`config.mk`:
```
export PLATFORM = sky130hd
export DESIGN_NAME = kf3_mul
export DESIGN_NICKNAME = d
export VERILOG_FILES = /design/src/design/kf3_pkg.sv /design/src/design/kf3_mul.sv
export SDC_FILE = /design/constraint.sdc
export NUM_CORES = 2
export LEC_CHECK = 0
export BUFFER_PORTS_ARGS = -buffer_cell sky130_fd_sc_hd__buf_2
export CAP_MARGIN = 15
export CORE_AREA = 2 2 400 402
export CTS_CLUSTER_DIAMETER = 60
export DETAILED_ROUTE_END_ITERATION = 7
export DIE_AREA = 0 0 402 404
export PLACE_DENSITY = 0.73
export SLEW_MARGIN = 20
export SYNTH_ARGS = -nofsm -noshare
export SYNTH_HDL_FRONTEND = slang
export SYNTH_SLANG_ARGS = --single-unit
```
`constraint.sdc`:
```
create_clock -name clk -period 16.3 [get_ports clk]
set_input_delay 2.445 -clock clk [delete_from_list [all_inputs] [get_ports clk]]
set_output_delay 2.445 -clock clk [all_outputs]
set_load 0.02 [all_outputs]
```
`src/design/kf3_pkg.sv`:
```
package kf3_pkg;

  localparam int W = 48;
  localparam int CFG_IDX_W = 3;
  localparam logic signed [W-1:0] MAX48 = {1'b0, {(W-1){1'b1}}};
  localparam logic signed [W-1:0] MIN48 = {1'b1, {(W-1){1'b0}}};
  localparam logic signed [W-1:0] ONE_Q32 = 48'sd4294967296;
  localparam logic signed [W-1:0] C_DT = 48'sd42949673;
  localparam logic signed [W-1:0] C_HDT2 = 48'sd214748;
  localparam logic signed [W-1:0] P_RESET = 48'sd42949672960;

  localparam logic [CFG_IDX_W-1:0] REG_GPOS = 3'd0;
  localparam logic [CFG_IDX_W-1:0] REG_GVEL = 3'd1;
  localparam logic [CFG_IDX_W-1:0] REG_GBIAS = 3'd2;
  localparam logic [CFG_IDX_W-1:0] REG_QN = 3'd3;
  localparam logic [CFG_IDX_W-1:0] REG_RN = 3'd4;

  typedef logic signed [W-1:0] val_t;

  // transition matrix entry, row major
  function automatic val_t phi(input logic [3:0] k);
    case (k)
      4'd0, 4'd4, 4'd8: phi = ONE_Q32;
      4'd1: phi = C_DT;
      4'd2: phi = -C_HDT2;
      4'd5: phi = -C_DT;
      default: phi = '0;
    endcase
  endfunction

  function automatic val_t psi(input logic [1:0] i);
    case (i)
      2'd0: psi = C_HDT2;
      2'd1: psi = C_DT;
      default: psi = '0;
    endcase
  endfunction

  function automatic val_t sat48(input logic signed [W+3:0] v);
    if (v > $signed({{4{1'b0}}, MAX48})) sat48 = MAX48;
    else if (v < $signed({{4{1'b1}}, MIN48})) sat48 = MIN48;
    else sat48 = v[W-1:0];
  endfunction

endpackage

```
`src/design/kf3_mul.sv`:
```
// product of two signed values, shifted right with round half away from zero,
// saturated to 48 bits; the magnitudes are multiplied 32 bits at a time
module kf3_mul (
  input  logic                  clk,
  input  logic                  rst,
  input  logic                  start,
  input  logic signed [63:0]    a,
  input  logic signed [63:0]    b,
  input  logic [5:0]            sh,
  output logic                  done,
  output kf3_pkg::val_t         res
);
  import kf3_pkg::*;

  typedef enum logic [2:0] {M_IDLE, M_P0, M_P1, M_P2, M_P3, M_FIN} mstate_t;

  mstate_t st;
  logic neg;
  logic [63:0] ua, ub;
  logic [127:0] acc;
  logic [31:0] ma, mb;
  logic [63:0] prod;
  logic [127:0] rnd;
  logic [127:0] sft;
  logic [47:0] cap;

  always_comb begin
    case (st)
      M_P0: begin ma = ua[31:0]; mb = ub[31:0]; end
      M_P1: begin ma = ua[31:0]; mb = ub[63:32]; end
      M_P2: begin ma = ua[63:32]; mb = ub[31:0]; end
      default: begin ma = ua[63:32]; mb = ub[63:32]; end
    endcase
    prod = 64'(ma) * 64'(mb);
    rnd = acc + (128'd1 << (sh - 6'd1));
    sft = rnd >> sh;
    cap = neg ? 48'h800000000000 : 48'h7FFFFFFFFFFF;
  end

  always_ff @(posedge clk) begin
    if (rst) begin
      st <= M_IDLE;
      done <= 1'b0;
    end else begin
      done <= 1'b0;
      case (st)
        M_IDLE: if (start) begin
          neg <= a[63] ^ b[63];
          ua <= a[63] ? 64'(-a) : 64'(a);
          ub <= b[63] ? 64'(-b) : 64'(b);
          acc <= '0;
          st <= M_P0;
        end
        M_P0: begin acc <= acc + 128'(prod); st <= M_P1; end
        M_P1: begin acc <= acc + (128'(prod) << 32); st <= M_P2; end
        M_P2: begin acc <= acc + (128'(prod) << 32); st <= M_P3; end
        M_P3: begin acc <= acc + (128'(prod) << 64); st <= M_FIN; end
        M_FIN: begin
          if (sft[127:48] != '0 || sft[47:0] > cap)
            res <= neg ? MIN48 : MAX48;
          else
            res <= neg ? -$signed(sft[47:0]) : $signed(sft[47:0]);
          done <= 1'b1;
          st <= M_IDLE;
        end
        default: st <= M_IDLE;
      endcase
    end
  end

endmodule

```
# --- After elaboration in Yosys (flattened, before gate mapping) ---
# Index checks and enable logic that the tools add are counted.
classes:
  n_addsub: 8
  multipliers: 1
  n_lt_le_gt_ge: 1
  n_eq_ne: 6
  n_shift: 2
  n_mux: 12
  bitwise: 2
  n_reduce_logical: 10
ops:
  columns: ["cell", "count"]
  rows:
  - ["one-hot mux 128 bit (4 select lines)", 1]
  - ["adder 128 bit", 2]
  - ["two-way mux 48 bit", 3]
  - ["adder 128 x 64 -> 128 bit", 1]
  - ["adder 128 x 96 -> 128 bit", 1]
  - ["two-way mux 128 bit", 1]
  - ["negator 64 bit", 2]
  - ["<< shifter 1 x 6 -> 128 bit, first input constant", 1]
  - ["right shift 128 x 6 -> 128 bit", 1]
  - ["two-way mux 63 bit", 2]
  - ["nonzero test 80 bit", 1]
  - ["multiplier 32 x 32 -> 64 bit", 1]
  - ["two-way mux 32 bit", 2]
  - ["greater-than comparator 48 bit", 1]
  - ["negator 48 bit", 1]
  - ["one-hot mux 3 bit (5 select lines)", 1]
  - ["equality test 3 x 2 -> 1 bit, second input constant", 2]
  - ["equality test 3 bit, second input constant", 2]
  - ["AND reduction 3 bit", 2]
  - ["OR reduction 2 bit", 3]
  - ["subtractor 6 x 1 -> 6 bit, second input constant", 1]
  - ["nonzero test 4 bit", 1]
  - ["equality test 3 x 1 -> 1 bit, second input constant", 1]
  - ["zero test 3 bit", 1]
  - ["7 further kinds", 7]
word_totals:
  ff_bits: 309
  input_bits: 137
  out_inout_bits: 49

# --- Logic depth before layout (Yosys ltp) ---
logic_depth:
  depth_word: 7
  ltp_mapped: 53

# --- Least setup slack after synthesis ---
# OpenSTA, ideal clock, no wires.
synth_timing:
  path_kind: "register -> register"
  start: "register st[0]"
  end: "register acc[127], data pin"
  setup_ns: 0.275
  arrival_ns: 11.628
  required_ns: 16.025
  setup_slack_ns: 4.397
  stages_incl_launch_ff: 51
  period_less_slack_ns: 11.903
  cell_sequence: "dfxtp_1 > xnor2_1 > nor2_1 > clkbuf_1 > mux2i_1 > clkbuf_1 > nor2_1 > fa_1 > inv_1 > fa_1 > fa_1 > fa_1 > inv_1 > fa_1 > inv_1 > fa_1 > inv_1 > fa_1 > [15 not listed] > ha_1 > and3_1 > nand4_1 > nor2_1 > nor4bb_1 > nor2_1 > o311a_1 > nor3_1 > a311o_1 > a21oi_1 > o21ai_0 > a31oi_1 > a2111oi_0 > nor2_1 > o21ai_0 > a21oi_1 > xnor2_1 > o221ai_1"
synth_between:
  elab_chain_len: 6
  elab_cells_between_ends: 15
  cone_classes: "3 x add/sub; 1 x mul; 4 x eq/ne; 3 x mux; 4 x reduce/logical"
synth_rtl:
  columns: ["element", "line_no", "rtl"]
  rows:
  - ["from (decl)", "kf3_mul.sv:17", "mstate_t st;"]
  - ["from (signal assigned)", "kf3_mul.sv:42", "st <= M_IDLE;"]
  - ["from (signal assigned)", "kf3_mul.sv:52", "st <= M_P0;"]
  - ["from (signal assigned)", "kf3_mul.sv:54", "M_P0: begin acc <= acc + 128'(prod); st <= M_P1; end"]
  - ["equality test 3 x 2 -> 1 bit or equality test 3 x 1 -> 1 bit (tied branches)", "kf3_mul.sv:28, kf3_mul.sv:46", null]
  - ["OR reduction 2 bit (no line)", null, null]
  - ["two-way mux 32 bit", "kf3_mul.sv:28", "case (st)"]
  - ["multiplier 32 x 32 -> 64 bit", "kf3_mul.sv:34", "prod = 64'(ma) * 64'(mb);"]
  - ["adder 128 bit (tied with other cells)", "kf3_mul.sv:57", "M_P3: begin acc <= acc + (128'(prod) << 64); st <= M_FIN; end"]
  - ["one-hot mux 128 bit (4 select lines) (*)", "kf3_mul.sv:46", "case (st)"]
  - ["to (signal assigned)", "kf3_mul.sv:51", "acc <= '0;"]
  - ["to (signal assigned)", "kf3_mul.sv:56", "M_P2: begin acc <= acc + (128'(prod) << 32); st <= M_P3; end"]
  - ["to (signal assigned)", "kf3_mul.sv:57", null]
  - ["to (decl)", "kf3_mul.sv:20", "logic [127:0] acc;"]
# Mark *: on every way between the ends. The rest lies on a longest branch, timed or not.
# A chain may end at the register's enable or synchronous reset.

# --- Worst setup path after layout ---
layout_timing:
  start: "register st[1]"
  end: "register acc[113], data pin"
# Same word-level chain as after synthesis.

==> results.ini <==
[layout]
fillers = 14800
final_cell_mix = 1,027 x nor2_1, 1,004 x nand2_1, 1,003 x inv_1
multiInputGateArea_um2 = 64100
regArea_um2 = 9240
syn_to_final_growth_pct = 7.31
final_common_cell = nor2_1
drive_gt1_share_pct = 9.45
finish.utilization_pct = 53.5
nets = 11100

[setup_path]
path_class = reg -> reg
crit_top_cell = fa_1
crit_slowest_cell = mux2i_1
cp_max_fo = 28
worst_r2r_path_depth = 41
startpoint_type = flop
worst_ep_required_time_ns = 16.71
critPathArrivalTime_ns = 15.27
endpoint_kind = flop
slowest_delay_ns = 1.05

[clocking]
clk_pin_slew_ns = 0.06
postCtsSetupBuffers = 0
clkLatencyLatePin_ns = 0.70
cts_resized = 0
hold_buffers = 0
h-tree-depth = 2
clockBufferDepth = 3
cts_tree = built
root_buffer = clkbuf_16
numCtsBuffers = 47
cts_sinks = 309

[worst_hold_path]
hold_depth = 1
min_path_type = reg -> reg

[timing]
rsz0062_at_grt = no
setup_violations = 0
max_freq_mhz = 67.3
worstMarginPinSlew_ns = 1.23
finalClockSkew_ns = 0.0645
fin_crit_ns = 14.85
hold_viol = 0
slew_viol_final = 0
fin_tns_setup_ns = 0
fin_crit_sh_pct = 91.1
maxSlewHeadroom_pct = 15.9

[die]
start_util_pct = 49.9
boundaryPins = 186
fp.dieW_um = 402
die_y_um = 404
placeableCoreArea_um2 = 158000
std_cell_rows = 146
die_area_um2 = 162000

[routing]
drt-pass1-iter-count = 8
vias = 78900
wl_mm = 352
ant_nets = 0
drc = 1
post_drt_via_cell_ratio = 6.78
avgRoutedWirePerCell_um = 30.2
drt-initial-drc-count = 10800

[yosys]
synth_area_leaders = fa_1 23%, edfxtp_1 12%, ha_1 9.1%, nor2_1 4.9%, inv_1 4.8%
yosysUniqueCellTypes = 131
netlist_area_um2 = 78700
yosys_warnings = 0
yosysTopAreaCell = fa_1
synth_fp_nets = 11200
ys.flop_type = edfxtp_1
yosysTopAreaCellShare_pct = 22.9
async_reset_ff_share_pct = 0
synth.yosys.seq_area_share_pct = 11.7
synth-edff-count = 305
netlist_instances = 9539
ys_ff_latch = 309
avgSynthCellArea_um2 = 8.25

[placed_design]
globalplace.congestion = 1.09
place_hpwl_mm = 291
portBuffers = 185

[global_route]
grt_usage_pct = 42.3
antenna_found_initial = 27
overflow = 0
grt_pass1_wl_mm = 509
grt_max_degree = 86
grt_pass1_vias = 76000

[run_status]
status = complete, but fails checks
violations = DRC

[run]
maxCapViolations = 0

registers in the layout (all words and copies together) (netlist names):
| name | flops |
|---|---|
| acc | 128 |
| ua | 64 |
| ub | 64 |
| res | 48 |
| st | 3 |
| done | 1 |
| neg | 1 |
layer usage:
layer / track usage (%) / share of wire [%] / up-vias
met5: 0.714 / 0.12 / -
met4: 20.4 / 5.9 / 30
met3: 16.1 / 15 / 1106
met2: 59.8 / 41 / 5591
met1: 56.4 / 39 / 38800
li1: - / - / 33400
layout make-up:
type	count	area share (%)
diodes	9	0.0267
repair buffers	450	3.51
well taps	2072	3.07
multi-input cells	7710	75.9
inverters	1011	4.50
clock inverters	34	0.621
flip-flops and latches	309	10.9
clock buffers	52	1.41
cells by family (layout without fill, tap and decap cells):
group / Yosys count / in the layout / share of synthesized area, %
adders and majority gates: 1476 / 1476 / 32.0
and+or+nand+nor: 3227 / 3227 / 19.2
other: 0 / 9 / 0
xor gates and xnor gates: 501 / 501 / 5.58
buffers and inverters: 1520 / 1547 / 7.42
AOI/OAI and AO/OA: 2192 / 2192 / 19.3
DFF: 309 / 309 / 11.7
muxes: 314 / 314 / 4.72
metrics by stage:
step,hold WS [ns],cells,area (um2),worst slack [ns]
global route,0.613,11600,84500,0.868
global placement,0.535,11600,82700,1.93
floorplan,0.478,9539,78700,4.40
detailed placement,0.550,11600,82700,1.88
CTS,0.566,11600,84400,1.79
finish,0.575,11600,84500,1.45
worst max-delay path: cells and delay by family (launching register included):
family                     cells  cell delay [ns]
AOI/OAI and AO/OA             15             3.96
and+or+nand+nor                9             2.29
DFF                            1             0.61
buffers and inverters          3             0.68
adders and majority gates     10             4.73
xor gates and xnor gates       3             1.17
muxes                          1             1.05
cell usage after synthesis, types with 71 or more instances:
cell type and n:
nor2_1 1033, mux2_2 104, inv_1 1006, edfxtp_1 305, and2_1 75, o21a_1 76
nand2b_1 89, nor3_1 194, nand3_1 174, a21oi_1 466, o21ai_0 381, fa_1 900
o22ai_1 75, xor2_1 140, xnor2_1 360, a21o_1 227, nand4_1 143, and3_1 75
or3_1 71, mux2i_1 173, buf_2 89, clkbuf_1 369, a211oi_1 101, nand2_1 1005
ha_1 575, nor2b_1 81
final timing paths:
path / from / endpoint / slack [ns]
worst max register to register: st[1] / acc[113] / 1.45
worst min-delay path: st[0] / st[0] / 0.57
worst min register to register: st[0] / st[0] / 0.57
worst max-delay path: st[1] / acc[113] / 1.45
Power is not shown: default switching activity piles up to over one toggle a cycle in this logic, so the estimate is an artifact.
