## src/design/kf3_pkg.sv

```systemverilog
package kf3_pkg;

  localparam int W = 48;
  localparam int CFG_IDX_W = 3;
  localparam logic signed [W-1:0] MAX48 = {1'b0, {(W-1){1'b1}}};
  localparam logic signed [W-1:0] MIN48 = {1'b1, {(W-1){1'b0}}};
  localparam logic signed [W-1:0] ONE_Q32 = 48'sd4294967296;
  localparam logic signed [W-1:0] C_DT = 48'sd42949673;
  localparam logic signed [W-1:0] C_HDT2 = 48'sd214748;
  localparam logic signed [W-1:0] P_RESET = 48'sd42949672960;

  localparam logic [CFG_IDX_W-1:0] REG_GPOS = 3'd0;
  localparam logic [CFG_IDX_W-1:0] REG_GVEL = 3'd1;
  localparam logic [CFG_IDX_W-1:0] REG_GBIAS = 3'd2;
  localparam logic [CFG_IDX_W-1:0] REG_QN = 3'd3;
  localparam logic [CFG_IDX_W-1:0] REG_RN = 3'd4;

  typedef logic signed [W-1:0] val_t;

  // transition matrix entry, row major
  function automatic val_t phi(input logic [3:0] k);
    case (k)
      4'd0, 4'd4, 4'd8: phi = ONE_Q32;
      4'd1: phi = C_DT;
      4'd2: phi = -C_HDT2;
      4'd5: phi = -C_DT;
      default: phi = '0;
    endcase
  endfunction

  function automatic val_t psi(input logic [1:0] i);
    case (i)
      2'd0: psi = C_HDT2;
      2'd1: psi = C_DT;
      default: psi = '0;
    endcase
  endfunction

  function automatic val_t sat48(input logic signed [W+3:0] v);
    if (v > $signed({{4{1'b0}}, MAX48})) sat48 = MAX48;
    else if (v < $signed({{4{1'b1}}, MIN48})) sat48 = MIN48;
    else sat48 = v[W-1:0];
  endfunction

endpackage

```

## src/design/kf3_div.sv

```systemverilog
// n / d in Q16.32, truncated toward zero, saturated; restoring, one bit a cycle
module kf3_div (
  input  logic                        clk,
  input  logic                        rst,
  input  logic                        start,
  input  kf3_pkg::val_t               n,
  input  logic signed [kf3_pkg::W:0]  d,
  output logic                        done,
  output kf3_pkg::val_t               q
);
  import kf3_pkg::*;

  typedef enum logic [1:0] {D_IDLE, D_RUN, D_FIN} dstate_t;

  dstate_t st;
  logic neg;
  logic [48:0] ud;
  logic [49:0] rem;
  logic [79:0] num;
  logic [79:0] quo;
  logic [6:0] cnt;
  logic [49:0] trial;
  logic [47:0] cap;

  always_comb begin
    trial = {rem[48:0], num[79]};
    cap = neg ? 48'h800000000000 : 48'h7FFFFFFFFFFF;
  end

  always_ff @(posedge clk) begin
    if (rst) begin
      st <= D_IDLE;
      done <= 1'b0;
    end else begin
      done <= 1'b0;
      case (st)
        D_IDLE: if (start) begin
          if (d == '0) begin
            q <= (n > 0) ? MAX48 : ((n < 0) ? MIN48 : '0);
            done <= 1'b1;
          end else begin
            neg <= n[W-1] ^ d[W];
            ud <= d[W] ? 49'(-d) : 49'(d);
            num <= {(n[W-1] ? 48'(-n) : 48'(n)), 32'd0};
            rem <= '0;
            quo <= '0;
            cnt <= 7'd0;
            st <= D_RUN;
          end
        end
        D_RUN: begin
          num <= {num[78:0], 1'b0};
          if (trial >= {1'b0, ud}) begin
            rem <= trial - {1'b0, ud};
            quo <= {quo[78:0], 1'b1};
          end else begin
            rem <= trial;
            quo <= {quo[78:0], 1'b0};
          end
          if (cnt == 7'd79) st <= D_FIN;
          cnt <= cnt + 7'd1;
        end
        D_FIN: begin
          if (quo[79:48] != '0 || quo[47:0] > cap) q <= neg ? MIN48 : MAX48;
          else q <= neg ? -$signed(quo[47:0]) : $signed(quo[47:0]);
          done <= 1'b1;
          st <= D_IDLE;
        end
        default: st <= D_IDLE;
      endcase
    end
  end

endmodule
```

## config.mk

```make
export PLATFORM = sky130hd
export DESIGN_NAME = kf3_div
export DESIGN_NICKNAME = d
export VERILOG_FILES = /design/src/design/kf3_pkg.sv /design/src/design/kf3_div.sv
export SDC_FILE = /design/constraint.sdc
export NUM_CORES = 1
export LEC_CHECK = 0
export ABC_AREA = 1
export BUFFER_PORTS_ARGS = -buffer_cell sky130_fd_sc_hd__clkbuf_2
export CAP_MARGIN = 40
export CORE_UTILIZATION = 40
export DETAILED_ROUTE_END_ITERATION = 12
export HOLD_SLACK_MARGIN = 0.12
export PLACE_DENSITY = 0.64
export SLEW_MARGIN = 20
export SYNTH_ARGS = -nofsm -noshare
export SYNTH_HDL_FRONTEND = slang
export SYNTH_SLANG_ARGS = --single-unit
export TNS_END_PERCENT = 1
```

## constraint.sdc

```tcl
create_clock -name clk -period 16.7 [get_ports clk]
set_input_delay 1.67 -clock clk [delete_from_list [all_inputs] [get_ports clk]]
set_output_delay 1.67 -clock clk [all_outputs]
set_load 0.05 [all_outputs]
```

## After elaboration in Yosys (flattened, before gate mapping)

Cells that the tools add are included.

- Register bits after elaboration: 317
- Input port bits: 100
- Output and inout port bits: 49
- Word-level logic and storage cells: 70

- $add $sub $neg: 5
- Order comparisons: 4
- Equality and inequality tests: 7
- Multiplexer cells: 31
- Bitwise gates (word level): 3
- Reductions and logical operators: 10

Operators by type and width:

| operator | count |
|---|---|
| $mux 48 | 9 |
| $mux 80 | 4 |
| $pmux 80 s2 | 2 |
| $mux 49 | 3 |
| $pmux 49 s2 | 1 |
| $neg 48->48 | 2 |
| $pmux 48 s2 | 1 |
| $ge 50x49->1 | 1 |
| $logic_not 49->1 | 1 |
| $neg 49->49 | 1 |
| $sub 49x49->49 | 1 |
| $gt 48x1->1 const B | 1 |
| $gt 48x48->1 | 1 |
| $lt 48x1->1 const B | 1 |
| $reduce_bool 32->1 | 1 |
| $mux 7 | 2 |
| $pmux 7 s2 | 1 |
| $reduce_and 4->1 | 3 |
| $ne 2x2->1 const B | 4 |
| $add 7x1->7 const B | 1 |
| $eq 7x7->1 const B | 1 |
| $mux 2 | 3 |
| $pmux 2 s2 | 1 |
| $reduce_bool 2->1 | 2 |
| other kinds (9) | 12 |

## Depth between registers and ports, before layout

- Depth in word-level cells: 6
- Gate-level depth with buffers: 22
- Gate-level depth less buffers: 19

## Worst setup path after synthesis

No wires, ideal clock.

- Path type: input -> register
- Start: in d[48] (netlist bit)
- End: reg cnt[0], enable pin
- Library setup time: 790 ps
- Data arrival time: 11,273 ps
- Required time: 15,910 ps
- Setup slack: 4,637 ps
- Stages on the path: 5
- Path buffers: 1
- Path through: clkbuf_1 -> clkinv_1 -> nand3_1 -> o21ai_0 -> a21oi_1

- Word-level cells in the longest chain between the ends: 3

Ends and longest elaborated chain:

| item | RTL line | RTL |
|---|---|---|
| start: declaration | kf3_div.sv:7 | `input logic signed [kf3_pkg::W:0] d,` |
| $logic_not 49->1 | kf3_div.sv:38 | `if (d == '0) begin` |
| $ne 2x2->1 (no line) | -- |  |
| $reduce_and 4->1 (no line) | -- |  |
| end signal: assignment | kf3_div.sv:61 | `cnt <= cnt + 7'd1;` |
| end: declaration | kf3_div.sv:21 | `logic [6:0] cnt;` |

Every way passes these cells.
A chain may end at the register's enable or synchronous reset.

## Worst setup path after layout

- Start: in d[48] (netlist bit)
- End: reg quo[14], enable pin

- Word-level cells in the longest chain between the ends: 3

Ends and longest elaborated chain:

| item | RTL line | RTL |
|---|---|---|
| $logic_not 49->1 | kf3_div.sv:38 |  |
| $ne 2x2->1 (no line) | -- |  |
| $reduce_and 4->1 (no line) | -- |  |
| end signal: assignment | kf3_div.sv:55 | `quo <= {quo[78:0], 1'b1};` |
| end signal: assignment | kf3_div.sv:58 | `quo <= {quo[78:0], 1'b0};` |
| end: declaration | kf3_div.sv:20 | `logic [79:0] quo;` |

Every way passes these cells.

==> summary.txt <==
Pwr
  – Worst vdd ir: 0.0000589 V
  – Leakage: 10.6 nW
  – Cell Pwr Density: 91.4 mW/mm^2

Status
  – Status: complete, no violations

STA
  – Worst slew pin tran: 849 ps
  – Slew HR: 42.8%
  – Final Hold Vio Count: 0
  – Final setup viols: 0
  – Period utilization: 30.0%
  – Setup TNS: 0 ps
  – FMAX: 199 MHz
  – Pins Over Slew Limit: 0
  – Final worst path period need: 5010 ps
  – Final Skew: 31.4 ps
  – RSZ-0062 raised after global routing: false

Critical path
  – CP Data Required Time: 16,920 ps
  – Critical-path top delay cell: clkinv_1
  – CP max FO: 63
  – Crit Path Class: input port to flop
  – Crit start category: input port
  – Most used cell along the critical path: buf_4
  – Crit end category: flop
  – Data arrival time of the worst path: 5230 ps
  – Max stage delay on crit path: 740 ps
  – Crit-path cells: clkbuf_2 -> clkinv_1 -> nand3_1 -> o21ai_0 -> buf_2 -> a21oi_4 -> buf_4 -> buf_4 -> buf_16

Global route
  – Antenna violations before repair: 0
  – First-pass GRT wire length: 92,600 um
  – Largest net degree at the start of global routing: 85
  – Vias in the first global route: 17,967
  – GRT Overall Usage: 21.6%
  – Grt total ovfl: 0

Drt
  – Initial drt markers: 1,591
  – Total routed wirelength: 56,900 um
  – Via density: 5.08
  – Antenna viol nets, final: 0
  – Remaining DRCs: 0
  – Total number of vias: 18,753
  – DRT Pass-1 Iters: 5
  – Routed wire length per instance: 15.4 um

Clock tree
  – CTS sink count: 285
  – Cts bufs inserted: 35
  – CTS tree: yes
  – Cts hold-fix bufs: 0
  – Post-CTS setup buffer count: 0
  – CTS Buffer Depth: 3
  – CTS root buffer: clkbuf_16
  – Worst-path clk slew: 60 ps
  – Resized Gates After CTS: 0
  – Clock Latency Late Sink: 580 ps
  – CTS H-tree depth: 2

Run
  – Maxcap violations: 0

Die
  – Row cnt: 83
  – Starting Density: 40.7%
  – Die Span X: 231 um
  – Die area: 0.0534 mm^2
  – Die Span Y: 231 um
  – # IOs: 149
  – Core ar.: 0.0516 mm^2

Final layout
  – Share of cells above drive strength 1: 9.37%
  – Post-Layout Cell Count: 3,691
  – Antenna diodes: 0
  – Layout Nets: 3,189
  – Area growth from synthesis to layout: 12.3%

Yosys
  – Syn Area/Cell: 7.34 um^2
  – Synth Instances: 2,858
  – Cell area after synthesis: 0.0210 mm^2
  – Net count of the mapped netlist: 3,060
  – Yosys warns: 0
  – Seq cells post-synth: 285
  – Fraction of registers with async set/reset: 0%
  – Sequential area share after synthesis: 40.6%
  – Post-synth top flop: edfxtp_1
  – Cell variety after synth: 46
  – Post-synth EDFFs: 282

Placed design
  – Placed insts: 3,628
  – Final RePlAce weighted congestion: 0.998
  – Port-buffer cells: 148
  – DP HPWL: 43,900 um

Hold path
  – Hold Crit Class: flop to flop
-- power breakdown --
| part | internal, W | leakage (nW) | switching, W |
|---|---|---|---|
| combinational | 0.000154 | 7.36 | 0.000338 |
| sequential | 0.000862 | 2.70 | 0.0000306 |
| clock | 0.000450 | 0.554 | 0.000319 |
| total | 0.00147 | 10.6 | 0.000688 |
-- path summary, 6_finish.rpt --
path,to,slack [ps],cells after the start,from
max reg2reg,rem[34]$_SDFFCE_PN0P_,12800,16,num[79]$_DFFE_PP_
min,num[69]$_DFFE_PP_,520,2,num[68]$_DFFE_PP_
max,quo[14]$_SDFFCE_PN0P_,11690,9,d[48]
min reg2reg,num[69]$_DFFE_PP_,520,2,num[68]$_DFFE_PP_
-- layout make-up --
class | count | area (um^2)
Clock buffer | 39 | 891
Clock inverter | 22 | 256
Fill cell | 5236 | 28000
Inverter | 371 | 1390
Multi-Input combinational cell | 2126 | 10700
Sequential cell | 285 | 8530
Tap cell | 680 | 851
Timing Repair Buffer | 168 | 961
-- cell usage in the layout (no fill, tap or decap), types with 3 or more instances in the layout --
master / Yosys / layout
buf_16: 0 / 3
o21ai_0: 108 / 108
clkbuf_16: 0 / 35
o211ai_1: 3 / 3
a21oi_1: 107 / 106
ha_1: 101 / 101
xor2_1: 94 / 94
nand3b_1: 8 / 8
nor2_1: 428 / 425
o21a_1: 8 / 8
o21bai_1: 6 / 6
buf_4: 2 / 15
xnor2_1: 31 / 31
a21o_1: 7 / 7
nor2_2: 27 / 27
inv_1: 365 / 365
clkinvlp_4: 0 / 3
a31oi_1: 7 / 7
nor3_1: 40 / 39
o31ai_1: 10 / 10
nand2_1: 835 / 835
nand3_2: 6 / 5
nor2_4: 4 / 7
nand3_1: 214 / 214
nand2_2: 5 / 5
bufinv_16: 0 / 4
clkinv_1: 2 / 5
dfxtp_1: 3 / 3
clkinv_2: 0 / 8
inv_2: 4 / 4
clkbuf_2: 0 / 148
clkbuf_1: 37 / 4
edfxtp_1: 282 / 282
nand4_1: 39 / 39
and3_1: 3 / 3
nor4_1: 21 / 21
-- registers in the layout, indices dropped and copies added, names as in the netlist --
name,cells
quo,80
rem,49
ud,49
num,48
q,48
cnt,7
st,2
done,1
neg,1
-- cells by family after synthesis --
group	after synthesis	synth area share, %
simple gates	1637	32.5
compound gates	262	6.84
buf+inv	447	8.69
flops	285	40.6
xor+xnor	125	5.22
fa+ha+maj	102	6.12
-- cells in the mapped netlist, types with 4 or more instances --
cell type	n	share of area (%)
nand2_1	835	15
nor2_1	428	7.7
inv_1	365	6.5
edfxtp_1	282	40
nand3_1	214	5.1
o21ai_0	108	2.6
a21oi_1	107	2.6
ha_1	101	6.0
xor2_1	94	3.9
nor3_1	40	0.95
nand4_1	39	1.2
clkbuf_1	37	0.66
xnor2_1	31	1.3
nor2_2	27	0.80
nor4_1	21	0.63
buf_1	12	0.21
buf_2	12	0.29
o31ai_1	10	0.36
buf_6	9	0.48
nand3b_1	8	0.29
o21a_1	8	0.29
a21o_1	7	0.25
a31oi_1	7	0.21
nand3_2	6	0.29
o21bai_1	6	0.21
nand2_2	5	0.15
inv_2	4	0.072
nor2_4	4	0.21
-- per-stage QoR --
stage	hold WS, ps	power (W)	util [%]	area [um^2]	worst slack (ps)
4_1_cts	514	0.00217	45.6	23500	11560
3_5_place_dp	501	0.00139	43.4	22400	10960
2_1_floorplan	465	0.00127	-	21000	4640
3_3_place_gp	505	0.00138	43.2	22300	10890
6_report	515	0.00215	45.7	23600	11690
5_1_grt	544	0.00227	45.7	23600	11360
-- critical path, delay by kind of cell --
kind	cells	cell delay [ps]
AO/OA/AOI/OAI	2	240
AND/OR/NAND/NOR	1	320
buffers and inverters	6	2900
-- routing by layer --
| metal | part of all wire (%) | routed length (um) | GRT usage (%) | vias to the layer above |
|---|---|---|---|---|
| met5 | 0 | 0 | 0 | - |
| met4 | 2.7 | 1530 | 7.24 | 0 |
| met3 | 6.2 | 3520 | 3.14 | 93 |
| met2 | 43 | 24500 | 33.5 | 563 |
| met1 | 48 | 27400 | 30.7 | 8548 |
| li1 | - | - | - | 9549 |
No activity file was read; power rests on OpenSTA's default activity.
